<file path="src/rtl/acp_pkg.sv">
// Package for the automaton pattern counter: request and response types,
// command and sequencer encodings, sizes and row address helpers.
// No dependencies.
`default_nettype none

package acp_pkg;

  localparam int MAX_PATTERN = 256;
  localparam int ALPHABET    = 26;
  localparam int TAB_DEPTH   = (MAX_PATTERN + 1) * ALPHABET;
  localparam int TAB_AW      = $clog2(TAB_DEPTH);
  localparam int PAT_AW      = $clog2(MAX_PATTERN);
  localparam int ST_W        = $clog2(MAX_PATTERN + 1);
  localparam int SYM_W       = 5;
  localparam int LEN_W       = 9;
  localparam int CNT_W       = 32;

  typedef enum logic [1:0] {
    CMD_LOAD    = 2'd0,
    CMD_TEXT    = 2'd1,
    CMD_RESTART = 2'd2
  } acp_cmd_e;

  typedef enum logic [2:0] {
    ST_IDLE,
    ST_PAT_RD,
    ST_TAB_RD,
    ST_TAB_WR,
    ST_TEXT
  } acp_state_e;

  typedef struct packed {
    logic [1:0]        cmd;
    logic [SYM_W-1:0]  symbol;
    logic [PAT_AW-1:0] pattern_index;
  } acp_req_t;

  typedef struct packed {
    logic             match;
    logic [CNT_W-1:0] match_count;
  } acp_resp_t;

  typedef struct packed {
    logic              pat_we;
    logic [PAT_AW-1:0] pat_waddr;
    logic [SYM_W-1:0]  pat_wdata;
    logic [PAT_AW-1:0] pat_raddr;
    logic              tab_we;
    logic [TAB_AW-1:0] tab_waddr;
    logic [ST_W-1:0]   tab_wdata;
    logic [TAB_AW-1:0] tab_raddr;
  } acp_mem_req_t;

  function automatic logic [TAB_AW-1:0] row_base(input logic [ST_W-1:0] row);
    return TAB_AW'(row) * TAB_AW'(ALPHABET);
  endfunction

  function automatic logic [ST_W-1:0] eff_length(input logic [LEN_W-1:0] len);
    logic [ST_W-1:0] n;
    if (len == '0) begin
      n = ST_W'(1);
    end else if (32'(len) > MAX_PATTERN) begin
      n = ST_W'(MAX_PATTERN);
    end else begin
      n = ST_W'(len);
    end
    return n;
  endfunction

endpackage

`default_nettype wire

</file>
<file path="src/rtl/acp_ctrl.sv">
// Sequencer and datapath: request decode, table build sweep, text lookup,
// running count and output register. Depends on acp_pkg.
`default_nettype none

module acp_ctrl (
  input  wire logic                       clk_i,
  input  wire logic                       rst_ni,
  input  wire logic                       cfg_we_i,
  input  wire logic [acp_pkg::LEN_W-1:0]  cfg_wdata_i,
  input  wire logic                       in_valid_i,
  output logic                            in_stall_o,
  input  wire acp_pkg::acp_req_t          in_req_i,
  output logic                            out_valid_o,
  input  wire logic                       out_stall_i,
  output acp_pkg::acp_resp_t              out_resp_o,
  output acp_pkg::acp_mem_req_t           mem_o,
  input  wire logic [acp_pkg::SYM_W-1:0]  pat_rdata_i,
  input  wire logic [acp_pkg::ST_W-1:0]   tab_rdata_i
);

  import acp_pkg::*;

  acp_state_e         state_q, state_d;
  logic [LEN_W-1:0]   len_q;
  logic [ST_W-1:0]    k_q, k_d;
  logic [SYM_W-1:0]   c_q, c_d;
  logic [TAB_AW-1:0]  waddr_q, waddr_d;
  logic [TAB_AW-1:0]  base_q, base_d;
  logic [ST_W-1:0]    newback_q, newback_d;
  logic [SYM_W-1:0]   sym_q, sym_d;
  logic [ST_W-1:0]    auto_q, auto_d;
  logic [CNT_W-1:0]   count_q, count_d;
  logic               out_valid_q, out_valid_d;
  acp_resp_t          resp_q, resp_d;

  logic [ST_W-1:0]    len_eff;
  logic [PAT_AW-1:0]  len_m1;
  logic [ST_W-1:0]    auto_row;
  logic [SYM_W-1:0]   sym_safe;
  logic               is_sym;
  logic [ST_W-1:0]    nb;
  logic [ST_W-1:0]    nxt;
  logic               hit;
  logic               sym_ok;

  assign len_eff     = eff_length(len_q);
  assign len_m1      = PAT_AW'(len_eff - ST_W'(1));
  assign auto_row    = (32'(auto_q) > MAX_PATTERN) ? '0 : auto_q;
  assign sym_safe    = (32'(in_req_i.symbol) < ALPHABET) ? in_req_i.symbol : '0;
  assign is_sym      = (pat_rdata_i == c_q);
  assign sym_ok      = (32'(sym_q) < ALPHABET);
  assign in_stall_o  = (state_q != ST_IDLE);
  assign out_valid_o = out_valid_q;
  assign out_resp_o  = resp_q;

  always_ff @(posedge clk_i or negedge rst_ni) begin
    if (!rst_ni) begin
      state_q     <= ST_IDLE;
      len_q       <= LEN_W'(1);
      auto_q      <= '0;
      count_q     <= '0;
      out_valid_q <= 1'b0;
    end else begin
      state_q     <= state_d;
      auto_q      <= auto_d;
      count_q     <= count_d;
      out_valid_q <= out_valid_d;
      if (cfg_we_i) begin
        len_q <= cfg_wdata_i;
      end
    end
  end

  always_ff @(posedge clk_i) begin
    k_q       <= k_d;
    c_q       <= c_d;
    waddr_q   <= waddr_d;
    base_q    <= base_d;
    newback_q <= newback_d;
    sym_q     <= sym_d;
    resp_q    <= resp_d;
  end

  always_comb begin
    state_d     = state_q;
    k_d         = k_q;
    c_d         = c_q;
    waddr_d     = waddr_q;
    base_d      = base_q;
    newback_d   = newback_q;
    sym_d       = sym_q;
    auto_d      = auto_q;
    count_d     = count_q;
    out_valid_d = out_valid_q && out_stall_i;
    resp_d      = resp_q;
    nb          = newback_q;
    nxt         = '0;
    hit         = 1'b0;

    mem_o           = '0;
    mem_o.pat_raddr = k_q[PAT_AW-1:0];
    mem_o.tab_raddr = base_q + TAB_AW'(c_q);
    mem_o.tab_waddr = waddr_q;

    case (state_q)
      ST_IDLE: begin
        if (in_valid_i) begin
          case (in_req_i.cmd)
            CMD_LOAD: begin
              mem_o.pat_we    = 1'b1;
              mem_o.pat_waddr = in_req_i.pattern_index;
              mem_o.pat_wdata = in_req_i.symbol;
              if (in_req_i.pattern_index == len_m1) begin
                k_d     = '0;
                base_d  = '0;
                waddr_d = '0;
                state_d = ST_PAT_RD;
              end
            end
            CMD_TEXT: begin
              sym_d           = in_req_i.symbol;
              mem_o.tab_raddr = row_base(auto_row) + TAB_AW'(sym_safe);
              state_d         = ST_TEXT;
            end
            CMD_RESTART: begin
              auto_d  = '0;
              count_d = '0;
            end
            default: begin
            end
          endcase
        end
      end
      ST_PAT_RD: begin
        newback_d = '0;
        c_d       = '0;
        state_d   = ST_TAB_RD;
      end
      ST_TAB_RD: begin
        state_d = ST_TAB_WR;
      end
      ST_TAB_WR: begin
        mem_o.tab_we = 1'b1;
        if (k_q == '0) begin
          mem_o.tab_wdata = is_sym ? ST_W'(1) : '0;
        end else if ((k_q < len_eff) && is_sym) begin
          mem_o.tab_wdata = k_q + ST_W'(1);
        end else begin
          mem_o.tab_wdata = tab_rdata_i;
        end
        waddr_d = waddr_q + TAB_AW'(1);
        if (is_sym) begin
          newback_d = tab_rdata_i;
        end
        if (32'(c_q) == ALPHABET - 1) begin
          if (k_q == len_eff) begin
            auto_d  = '0;
            count_d = '0;
            state_d = ST_IDLE;
          end else begin
            if (k_q != '0) begin
              nb     = is_sym ? tab_rdata_i : newback_q;
              base_d = row_base(nb);
            end
            k_d     = k_q + ST_W'(1);
            state_d = ST_PAT_RD;
          end
        end else begin
          c_d     = c_q + SYM_W'(1);
          state_d = ST_TAB_RD;
        end
      end
      ST_TEXT: begin
        mem_o.tab_raddr = row_base(auto_row) + TAB_AW'(sym_ok ? sym_q : '0);
        if (!(out_valid_q && out_stall_i)) begin
          nxt = sym_ok ? tab_rdata_i : '0;
          hit = sym_ok && (nxt == len_eff);
          if (hit && (count_q != '1)) begin
            count_d = count_q + CNT_W'(1);
          end
          auto_d             = nxt;
          resp_d.match       = hit;
          resp_d.match_count = count_d;
          out_valid_d        = 1'b1;
          state_d            = ST_IDLE;
        end
      end
      default: begin
        state_d = ST_IDLE;
      end
    endcase
  end

endmodule

`default_nettype wire

</file>
<file path="config.mk">
export PLATFORM = sky130hd
export DESIGN_NAME = acp_ctrl
export DESIGN_NICKNAME = d
export VERILOG_FILES = /design/src/rtl/acp_pkg.sv /design/src/rtl/acp_ctrl.sv
export SDC_FILE = /design/constraint.sdc
export NUM_CORES = 1
export LEC_CHECK = 0
export BUFFER_PORTS_ARGS = -buffer_cell sky130_fd_sc_hd__buf_2
export CAP_MARGIN = 20
export CELL_PAD_IN_SITES_DETAIL_PLACEMENT = 2
export CELL_PAD_IN_SITES_GLOBAL_PLACEMENT = 2
export CORE_MARGIN = 4
export CORE_UTILIZATION = 37
export DETAILED_ROUTE_END_ITERATION = 8
export GPL_TIMING_DRIVEN = 0
export PLACE_DENSITY = 0.92
export SLEW_MARGIN = 20
export SYNTH_ARGS = -nofsm -noshare
export SYNTH_HDL_FRONTEND = slang
export SYNTH_SLANG_ARGS = --single-unit
</file>
<file path="constraint.sdc">
create_clock -name clk_i -period 5 [get_ports clk_i]
set_clock_uncertainty 0.05 [all_clocks]
set_input_delay 0.25 -clock clk_i [delete_from_list [all_inputs] [get_ports clk_i]]
set_output_delay 0.25 -clock clk_i [all_outputs]
set_load 0.005 [all_outputs]
</file>
# After elaboration in Yosys (flattened, before gate mapping)
# Cells that the tools add are included.
# word_totals
regBits	141
out_inout_bits	93
elab_cells	130
# op_classes
bitwise	1
n_addsub	8
muxes	56
multipliers	2
order_cmp	5
n_reduce_logical	21
n_eq_ne	24
# ops
operator	n
two-way mux 32 bit	6
two-way mux 9 bit	18
two-way mux 13 bit	8
one-hot mux 32 bit (3 select lines)	1
one-hot mux 13 bit (2 select lines)	3
two-way mux 14 bit	3
adder 13 x 5 -> 13 bit	3
one-hot mux 9 bit (2 select lines)	2
adder 32 x 1 -> 32 bit, second input constant	1
inequality test 32 bit, second input constant	1
one-hot mux 9 bit (3 select lines)	1
multiplier 9 x 4 -> 12 bit, second input constant	2
equality test 9 bit	2
greater-than comparator 9 bit, second input constant	2
logical NOT 9 bit	2
inequality test 2 bit, second input constant	8
two-way mux 5 bit	3
one-hot mux 3 bit (5 select lines)	1
adder 13 x 1 -> 13 bit, second input constant	1
two-way mux 3 bit	4
AND reduction 6 bit	2
< comparator 5 bit, second input constant	2
one-hot mux 5 bit (2 select lines)	1
adder 9 x 1 -> 9 bit, second input constant	1
other kinds (27)	39

# Logic depth before layout (Yosys ltp)
# Gate-level depths: netlist (run 1).
# logic_depth
ltp_word	9
ltp_mapped	17
mapped_depth_nobuf	16

# Worst setup path before layout (run 1)
# OpenSTA, ideal clock, no wires.
# synth_path
kind	register -> register
start	register c_q[2]
end	register base_q[12], data pin
stages_incl_launch_ff	18
required_time_ns	4.684
arrival_time_ns	4.091
n_path_buf	1
synth_period_minus_slack_ns	4.407
setup_ns	0.266
setup_slack_ns	0.593
path_cell_list	edfxtp_1 -> xnor2_1 -> nand3_1 -> nor3_1 -> clkbuf_1 -> mux2_2 -> ha_1 -> inv_1 -> fa_1 -> inv_1 -> fa_1 -> a21o_1 -> a21oi_1 -> o21bai_1 -> a21oi_1 -> o21ai_0 -> xnor2_1 -> nor2_1
# synth_via
elab_chain_cells	7
# synth_lines
item	line_no	source
start, declared	acp_ctrl.sv:26	logic [SYM_W-1:0] c_q, c_d;
start signal, assigned	acp_ctrl.sv:76	c_q <= c_d;
equality test 5 bit	acp_ctrl.sv:50	assign is_sym = (pat_rdata_i == c_q);
two-way mux 9 bit	n/a	
multiplier 9 x 4 -> 12 bit	acp_pkg.sv:55	return TAB_AW'(row) * TAB_AW'(ALPHABET);
two-way mux 13 bit	acp_ctrl.sv:161	if (k_q != '0) begin
two-way mux 13 bit	acp_ctrl.sv:156	if (k_q == len_eff) begin
two-way mux 13 bit	acp_ctrl.sv:155	if (32'(c_q) == ALPHABET - 1) begin
one-hot mux 13 bit (2 select lines)	acp_ctrl.sv:105	case (state_q)
end signal, assigned	acp_ctrl.sv:78	base_q <= base_d;
end, declared	acp_ctrl.sv:28	logic [TAB_AW-1:0] base_q, base_d;
# No other way between the ends. The select of a mux whose other input is x is not followed.
# A chain may end at the register's enable or synchronous reset.

# Worst setup path in the final report (run 1)
# layout_path
start	register c_q[0]
end	register base_q[12], data pin
# Same word-level chain as after synthesis.

==> results.txt, run 1 <==
Hold WC Path Type: in2reg
status: finished with violations
Max-slew headroom: 35.8%
Clk Latency, worst-skew pair: 450 ps
VDD IR max: 494 µV
average vias per placed instance: 5.79
GRT Resource Usage Total: 25.7%
Seq/Total Area, Yosys: 37.8%
vias in the first global route: 10600
setup_tns: -439 ps
Final Worst Setup Slack: -265 ps
Netlist cell types: 85
register area: 3940 µm²
f_max: 190 MHz
maximum clock insertion buffer count: 2
highest routed metal layer: met4
WP data required: 5110 ps
Die ar.: 30900 µm²
# fillers: 3047
area delta synth->final: 20.4%
Reg clk slew, reported paths: 70 ps
core outline area: 27800 µm²
Synth Cell Area: 10400 µm²
Post-DP HPWL: 28000 µm
CP Capture Type: flop
layout cell share with drive strength beyond 1: 20.6%
Synth top area share: 24.8%
#FFs+latches synth: 140
footprint of the multi-input gates: 6000 µm²
drt drc: 0
top_reg_cell synth: edfxtp_1
Synth area leaders: edfxtp_1 (25%), dfrtp_1 (13%), ha_1 (8.3%)
Slew Viols, Final: 0
initial antenna violation count: 0
Pleak: 5.41 nW
Final setup viols: 3
H-tree level count: 4
Synth Area per Inst: 9.47 µm²
remaining antenna violation count: 0
cell taking the most area after synthesis: edfxtp_1
starting density of the core: 37.4%
first-pass GRT wire length: 61900 µm
Final Wtd Congestion: 0.837
I/O pin total: 136
clk root buf: clkbuf_16
DR WL/cell: 25.1 µm
Tcrit/Tclk final: 105%
Power Dens Cells: 570 nW/µm²
Worst Tran Pin Value: 963 ps
Max-Cap Viols: 0
Final Hold Fails: 0
Final #Nets: 1404
Setup crit start kind: flop
CP max FO: 10
total gr overflow: 0
Starting DRT DRC Count: 468
most common cell after layout, fill and taps aside: buf_2
Ant. Diodes: 0
Die Ht: 176 µm
most frequent cells in the layout: buf_2 (146), nand2_1 (99), edfxtp_1 (86), nor2_1 (77), inv_1 (71)
met2 wire len: 22000 µm
Synth Instances: 1099
Core Util, Final: 45.1%
final worst path period need: 5260 ps
Met1 Wirelength: 16600 µm
routed length on met3: 1660 µm
Initial DRT Pass Iterations: 5
die width: 176 µm
kind of critical path: reg2reg
CP arrival: 5370 ps
TritonCTS buffer count: 17
syn_nets: 1225
Yosys warnings: 0
Port Buf Inserts: 134
final WL: 41800 µm
largest net degree at the start of global routing: 55
via count: 9667
Total Power: 7.14 mW
clock sink count: 140
EDFF count, synth: 86
failing checks: setup timing
row count: 61
share of synthesized registers carrying an async set or reset: 38.6%
CTS tree: built
[power by group]
group	switching, mW	leakage (nW)	internal (mW)
clock network	0.648	0.315	0.796
logic	2.27	3.59	1.47
registers	0.306	1.51	1.65
total	3.22	5.41	3.91
[synth_stat cells (4+ instances only)]
master	number
nor2_1	77
o31ai_1	4
nor4_1	4
ha_1	69
and3_1	30
nand4b_1	4
fa_1	14
a32oi_1	6
nor3_1	41
nand2_1	99
nand2b_1	6
inv_1	71
a21o_1	17
edfxtp_1	86
a21oi_1	49
nand3_1	41
o211ai_1	10
xnor2_1	52
mux2_2	14
buf_2	12
o21bai_1	5
and2_1	33
nor2b_1	18
o21ai_0	38
buf_4	10
or2_2	5
dfrtp_1	53
nand4_1	13
a211oi_1	5
mux2i_1	8
a22o_1	9
xor2_1	45
o22ai_1	6
a31oi_1	19
nand3_2	4
clkbuf_1	29
a22oi_1	6
or3_1	7
[stage by stage]
stage,hold WS [ps],cells,cell area [µm²],worst slack [ps]
finish,9.37,1669,12500,-265
global route,1.81,1669,12500,-237
CTS,0.402,1658,12400,40.4
detailed placement,334,1613,11600,-414
global placement,410,1611,11500,-89.9
floorplan,-95.6,1099,10400,593
[timing repair]
item                                    4_1_cts  5_1_grt
pin swaps                                     1        3
hold buffers                                 12        0
hold endpoints to repair                     64        0
resized for setup                            11        7
endpoints found under the setup margin        9        5
cloned                                        0        0
buffers inserted                              1       12
[worst max-delay path: stages, from the launching register on]
cell,delay (ps)
edfxtp_1,490
xnor2_1,360
nand3_1,240
nor3_4,320
clkbuf_8,260
mux2_2,420
ha_1,380
inv_1,90
fa_1,500
inv_1,70
fa_1,470
a21o_1,200
a21oi_1,300
o21bai_1,150
a21oi_2,210
o21ai_0,150
xnor2_1,220
nor2_1,100
[flip-flops by register name, summed over array words and instances (netlist names)]
register	cells
out_resp_o	33
count_q	32
waddr_q	13
base_q	12
auto_q	9
k_q	9
len_q	9
newback_q	9
c_q	5
sym_q	5
state_q	3
out_valid_o	1
[cells by family (layout without fill, tap and decap cells)]
family                     Yosys count  count (layout)  share of synthesized area (%)
DFF                                140             140                           37.8
AOI/OAI and AO/OA                  222             222                           14.7
and+or+nand+nor                    407             407                           20.6
xor gates and xnor gates            98              98                           8.32
adders and majority gates           83              83                           11.0
buffers and inverters              127             319                           5.23
muxes                               22              22                           2.29
[metal layers]
metal	up-vias	track usage [%]
met5	-	0
met4	0	8.84
met3	88	4.76
met2	307	47.2
met1	4975	30.0
li1	4297	-
[path summary, 6_finish.rpt]
path | startpoint | end | slack [ps] | cells after the start
worst max-delay path | c_q[0] | base_q[12] | -260 | 17
worst min-delay path | in_req_i[9] | sym_q[1] | 9 | 1
worst max register to register | c_q[0] | base_q[12] | -260 | 17
worst min register to register | count_q[1] | count_q[1] | 510 | 1
max in group asynchronous | rst_ni | auto_q[4] | 3980 | 2
min in group asynchronous | rst_ni | count_q[9] | 390 | 2
[cell type report]
type                    instances  share of cell area, %
repair buffers                161                   7.39
plain buffers                  54                   2.26
well taps                     378                   3.78
clock buffers                  18                   3.60
multi-input cells             832                   47.9
flip-flops and latches        140                   31.4
inverters                      72                   2.16
clock inverters                14                   1.50
Power figures use the tool's default switching activity.
==> run 2: changes to the inputs <==
--- a/config.mk
+++ b/config.mk
@@ -5,12 +5,11 @@
 export SDC_FILE = /design/constraint.sdc
 export NUM_CORES = 1
 export LEC_CHECK = 0
+export ABC_CLOCK_PERIOD_IN_PS = 5000
 export BUFFER_PORTS_ARGS = -buffer_cell sky130_fd_sc_hd__buf_2
 export CAP_MARGIN = 20
-export CELL_PAD_IN_SITES_DETAIL_PLACEMENT = 2
-export CELL_PAD_IN_SITES_GLOBAL_PLACEMENT = 2
 export CORE_MARGIN = 4
-export CORE_UTILIZATION = 37
+export CORE_UTILIZATION = 59
 export DETAILED_ROUTE_END_ITERATION = 8
 export GPL_TIMING_DRIVEN = 0
 export PLACE_DENSITY = 0.92
==> run 2 against run 1 <==
The run ends with hold timing left; non-clock buffer count shrank 16; sequential share of layout area grew 1.1 points; flip-flop and latch count is the same; sequential power shrank 3%; fmax grew 12%; core utilization grew 25 points; register-to-register slack gained 570 ps; total power shrank 11%; combinational power shrank 14%; hold slack lost 14 ps; count of clock-buffer cells in the layout is the same; critical path depth is the same.
==> results.txt, run 2 (same netlist as run 1, synthesis figures left out) <==
status: finished with violations
failing checks: hold timing
die width: 141 µm (-20%)
CP max FO: 10 (unchanged)
initial antenna violation count: 0 (unchanged)
GRT Resource Usage Total: 28.7% (+3.0 points)
most frequent cells in the layout: buf_2 (146), nand2_1 (99), edfxtp_1 (86), nor2_1 (77), inv_1 (71)
register area: 3940 µm² (unchanged)
Ant. Diodes: 0 (unchanged)
area delta synth->final: 16.3%
Die ar.: 19800 µm² (-36%)
Reg clk slew, reported paths: 70 ps (about the same)
total gr overflow: 0 (unchanged)
clock sink count: 140 (unchanged)
drt drc: 0 (unchanged)
max reg flops: 33 (unchanged)
maximum clock insertion buffer count: 2 (unchanged)
Power Dens Cells: 528 nW/µm² (-7.3%)
VDD IR max: 667 µV (+35%)
Pleak: 5.29 nW (-2.3%)
met3 usage: 6.00% (+1.2 points)
core outline area: 17300 µm² (-38%)
Tcrit/Tclk final: 94.0% (-11 points)
CTS tree: built
Die Ht: 141 µm (-20%)
kind of critical path: reg2reg
setup_tns: 0 ps (+439 ps)
routing usage on met2: 49.2% (+2.0 points)
remaining antenna violation count: 0 (unchanged)
footprint of the multi-input gates: 5960 µm² (-0.79%)
row count: 48 (-21%)
Port Buf Inserts: 134 (unchanged)
CP Capture Type: flop
Final #Nets: 1388 (-1.1%)
WHS: -4.98 ps (-14.4 ps)
WP data required: 5120 ps (about the same)
# fillers: 1226 (-60%)
Worst Tran Pin Value: 1080 ps (+116 ps)
largest net degree at the start of global routing: 55 (unchanged)
CP arrival: 4820 ps (-550 ps)
Post-DP HPWL: 20300 µm (-27%)
Starting DRT DRC Count: 954 (+100%)
met1 GRT Util: 34.8% (+4.8 points)
clk root buf: clkbuf_16
average vias per placed instance: 6.32 (+9.0%)
Slew Viols, Final: 0 (unchanged)
Final Hold Fails: 1 (+1)
most common cell after layout, fill and taps aside: buf_2
Hold WC Path Type: in2reg
TritonCTS buffer count: 17 (unchanged)
GR peak layer: met2
Setup crit start kind: flop
final WL: 28600 µm (-32%)
I/O pin total: 136 (unchanged)
first-pass GRT wire length: 46100 µm (-26%)
via count: 9474 (-2.0%)
Final setup viols: 0 (-3)
f_max: 213 MHz (+12%)
H-tree level count: 4 (unchanged)
Clk Latency, worst-skew pair: 440 ps (about the same)
final worst path period need: 4700 ps (-566 ps)
layout cell share with drive strength beyond 1: 19.1% (-1.5 points)
DR WL/cell: 19.1 µm (-24%)
vias in the first global route: 9306 (-12%)
Final Wtd Congestion: 0.950 (+14%)
starting density of the core: 60.1% (+23 points)
setup repair after global routing missed its margin: false
Initial DRT Pass Iterations: 6 (+1)
Max-slew headroom: 28.1% (-7.7 points)
Max-Cap Viols: 0 (unchanged)
[run 2: worst max-delay path, stage by stage (launching register included)]
cell,delay [ps]
edfxtp_1,510
xnor2_1,240
nand3_1,110
nor3_2,290
buf_4,250
mux2_2,410
ha_1,300
inv_1,50
fa_1,490
inv_1,90
fa_1,510
a21o_1,200
a21oi_1,200
o21bai_1,110
a21oi_1,230
o21ai_0,150
xnor2_1,190
nor2_1,60
[run 2: metal layers]
metal | wire (µm) | part of all wire, % | vias to the layer above
li1 | - | - | 4296
met1 | 10500 | 37 | 4514
met2 | 14200 | 50 | 545
met3 | 2720 | 9.5 | 119
met4 | 1190 | 4.2 | 0
met5 | 0 | 0 | -
[run 2: what timing repair did]
action | in CTS | in global routing
endpoints found under the hold margin | 60 | 0
endpoints found under the setup margin | 2 | 7
resized for setup | 1 | 7
setup buffers | 0 | 2
hold buffers | 8 | 0
[run 2: layout make-up]
cell class / count / area share [%]
multi-input cells: 832 / 49.2
flip-flops and latches: 140 / 32.5
repair buffers: 145 / 6.58
clock buffers: 18 / 3.55
well taps: 225 / 2.33
plain buffers: 54 / 2.27
inverters: 72 / 2.23
clock inverters: 14 / 1.30
[run 2: path summary, 6_finish.rpt]
kind,from,end,slack (ps),cells past startpoint
max in group asynchronous,rst_ni,state_q[1],4050,2
worst min register to register,auto_q[1],auto_q[1],480,2
worst min-delay path,cfg_wdata_i[8],len_q[8],-5,3
worst max-delay path,c_q[1],base_q[12],300,17
worst max register to register,c_q[1],base_q[12],300,17
min in group asynchronous,rst_ni,count_q[15],350,2
[run 2: through the flow]
| step | area (µm²) | std cells | setup WS (ps) | utilization (%) | power, mW |
|---|---|---|---|---|---|
| after floorplan | 10400 | 1099 | 593 | - | 4.02 |
| after global placement | 11400 | 1458 | 200 | 65.6 | 4.72 |
| after detailed placement | 11400 | 1459 | 6.79 | 65.9 | 4.94 |
| after CTS | 12100 | 1499 | 7.72 | 69.7 | 6.30 |
| after global routing | 12100 | 1500 | 32.2 | 70.0 | 6.80 |
| final | 12100 | 1500 | 302 | 70.0 | 6.39 |
[run 2: where the power goes]
part	switching [mW]	internal, mW	leakage, nW
Sequential	0.257	1.65	1.51
Clock	0.572	0.707	0.278
Combinational	1.84	1.36	3.50
Total	2.67	3.72	5.29
==> run 3: changes to the inputs <==
--- a/config.mk
+++ b/config.mk
@@ -8,7 +8,6 @@
 export ABC_CLOCK_PERIOD_IN_PS = 5000
 export BUFFER_PORTS_ARGS = -buffer_cell sky130_fd_sc_hd__buf_2
 export CAP_MARGIN = 20
-export CORE_MARGIN = 4
 export CORE_UTILIZATION = 59
 export DETAILED_ROUTE_END_ITERATION = 8
 export GPL_TIMING_DRIVEN = 0
==> run 3 against run 2 <==
The flow now finishes without violations; critical path depth stayed put; hold slack better by 5.5 ps; combinational power is 2% lower; non-clock buffer count is 2 lower; clock power hardly changed; fmax is 1.5% lower; die area is 8.3% lower; flip-flop and latch count stayed put; register-to-register slack worse by 70 ps; cell area hardly changed; sequential share of layout area hardly changed; largest power group unchanged; highest routed layer unchanged.
==> results.txt, run 3 (same netlist as run 1, synthesis figures left out) <==
status: complete, no violations
Clk Latency, worst-skew pair: 430 ps (about the same)
Reg clk slew, reported paths: 60 ps (about the same)
CP max FO: 10 (unchanged)
largest net degree at the start of global routing: 55 (unchanged)
Tcrit/Tclk final: 95.4% (+1.4 points)
slowest CP cell: edfxtp_1
# fillers: 1201 (-2.0%)
CP Capture Type: flop
Die ar.: 18200 µm² (-8.3%)
Power Dens Cells: 522 nW/µm² (-1.0%)
average vias per placed instance: 6.18 (-2.2%)
initial antenna violation count: 0 (unchanged)
Seq pwr share: 30.0% (+0.2 points)
GRT Resource Usage Total: 30.7% (+2.0 points)
row count: 48 (unchanged)
drt drc: 0 (unchanged)
H-tree level count: 4 (unchanged)
starting density of the core: 60.4% (+0.21 points)
remaining antenna violation count: 0 (unchanged)
Final Wtd Congestion: 0.930 (-2.1%)
first-pass GRT wire length: 43500 µm (-5.7%)
Total Power: 6.31 mW (-1.1%)
final worst path period need: 4770 ps (+69.3 ps)
Placed Instance Area: 11400 µm² (unchanged)
Ant. Diodes: 0 (unchanged)
Port Buf Inserts: 134 (unchanged)
Combinational Power Share: 49.7% (-0.4 points)
via count: 9252 (-2.3%)
TritonCTS buffer count: 17 (unchanged)
Worst Tran Pin Value: 933 ps (-146 ps)
CTS tree: built
Max-slew headroom: 37.3% (+9.2 points)
total gr overflow: 0 (unchanged)
clk root buf: clkbuf_16
most common cell after layout, fill and taps aside: buf_2
Max-Cap Viols: 0 (unchanged)
Hold WC Path Type: in2reg
area delta synth->final: 16.2% (about the same)
crit-path max cell delay: 550 ps (+40 ps)
critical path, cell by cell: xnor2_1 -> nand3_1 -> nor3_1 -> clkbuf_4 -> mux2_2 -> ha_1 -> inv_1 -> fa_1 -> inv_1 -> fa_1 -> a21o_1 -> a21oi_1 -> o21bai_1 -> a21oi_1 -> o21ai_0 -> xnor2_1 -> nor2_1
Post-DP HPWL: 19500 µm (-4.4%)
Initial DRT Pass Iterations: 5 (-1)
final WL: 27200 µm (-5.1%)
CP arrival: 4880 ps (+60 ps)
DR WL/cell: 18.1 µm (-5.0%)
switch share: 40.7% (-1.1 points)
Pleak: 5.28 nW (-0.15%)
core outline area: 17200 µm² (-0.35%)
power share of the clock group: 20.3% (+0.3 points)
post-route cell area: 12100 µm² (about the same)
Final Hold Fails: 0 (-1)
Slew Viols, Final: 0 (unchanged)
maximum clock insertion buffer count: 2 (unchanged)
NetSw: 2.57 mW (-3.8%)
die width: 135 µm (-4.3%)
Die Ht: 135 µm (-4.3%)
Starting DRT DRC Count: 995 (+4.3%)
clock sink count: 140 (unchanged)
VDD IR max: 777 µV (+16%)
Final setup viols: 0 (unchanged)
most frequent cells in the layout: buf_2 (146), nand2_1 (99), edfxtp_1 (86), nor2_1 (77), inv_1 (71)
f_max: 210 MHz (-1.5%)
Final #Nets: 1386 (-0.14%)
I/O pin total: 136 (unchanged)
Setup crit start kind: flop
vias in the first global route: 8826 (-5.2%)
WP data required: 5110 ps (about the same)
layout cell share with drive strength beyond 1: 19.0% (-0.049 points)
Pint: 3.74 mW (+0.77%)
crit path buf inv count: 3 (unchanged)
max reg flops: 33 (unchanged)
postcts setup bufs: 0 (unchanged)
kind of critical path: reg2reg
CP top delay family: adder cells
-- run 3: power groups by stage --
| stage | Combinational [mW] | Clock (mW) | Sequential, mW |
|---|---|---|---|
| after CTS | 3.09 | 1.28 | 1.89 |
| after floorplan | 2.18 | 0 | 1.84 |
| after global routing | 3.47 | 1.33 | 1.93 |
| after detailed placement | 2.97 | 0 | 1.91 |
| after global placement | 2.84 | 0 | 1.90 |
| final | 3.14 | 1.28 | 1.90 |
-- run 3: final cells by class --
type                            instances  area (µm²)  area share [%]
Tap cell                              225         282            2.33
Multi-Input combinational cell        832        5960            49.3
Sequential cell                       140        3940            32.6
Timing Repair Buffer                  143         781            6.46
Inverter                               72         270            2.24
Buffer                                 54         277            2.29
Clock inverter                         14         156            1.29
Clock buffer                           18         429            3.55
-- run 3: final timing paths --
check | to | cells past startpoint | slack, ps | startpoint
max | base_q[12] | 17 | 230 | c_q[2]
min | len_q[8] | 3 | 0.5 | cfg_wdata_i[8]
max reg2reg | base_q[12] | 17 | 230 | c_q[2]
min reg2reg | count_q[31] | 1 | 480 | count_q[31]
max in group asynchronous | count_q[26] | 2 | 4030 | rst_ni
min in group asynchronous | count_q[19] | 2 | 370 | rst_ni
-- run 3: worst register-to-register path, stage by stage, from the launching register on --
cell,delay [ps]
edfxtp_1,550
xnor2_1,220
nand3_1,100
nor3_1,390
clkbuf_4,330
mux2_2,410
ha_1,300
inv_1,60
fa_1,490
inv_1,80
fa_1,470
a21o_1,190
a21oi_1,210
o21bai_1,90
a21oi_1,210
o21ai_0,150
xnor2_1,160
nor2_1,60
-- run 3: timing repair --
item	in CTS	in global routing
endpoints found under the hold margin	60	0
gates resized for setup	0	11
endpoints found under the setup margin	0	7
hold buffers	8	0
-- run 3: metal layers --
layer	wire, µm	share of wire [%]	up-vias	GRT usage (%)
met5	0	0	-	0
li1	-	-	4289	-
met3	2390	8.8	91	5.89
met1	10600	39	4367	39.0
met2	13200	49	505	51.1
met4	970	3.6	0	13.3
-- run 3: through the flow --
| stage | setup WS, ps | utilization (%) | hold WS, ps | cells | setup TNS [ps] |
|---|---|---|---|---|---|
| CTS | 9.42 | 70.0 | 0.100 | 1499 | 0 |
| floorplan | 593 | - | -95.6 | 1099 | 0 |
| global route | -30.6 | 70.1 | 0.817 | 1498 | -30.6 |
| global placement | 233 | 65.9 | 431 | 1458 | 0 |
| detailed placement | 99.8 | 66.1 | 303 | 1459 | 0 |
| finish | 232 | 70.1 | 0.538 | 1498 | 0 |
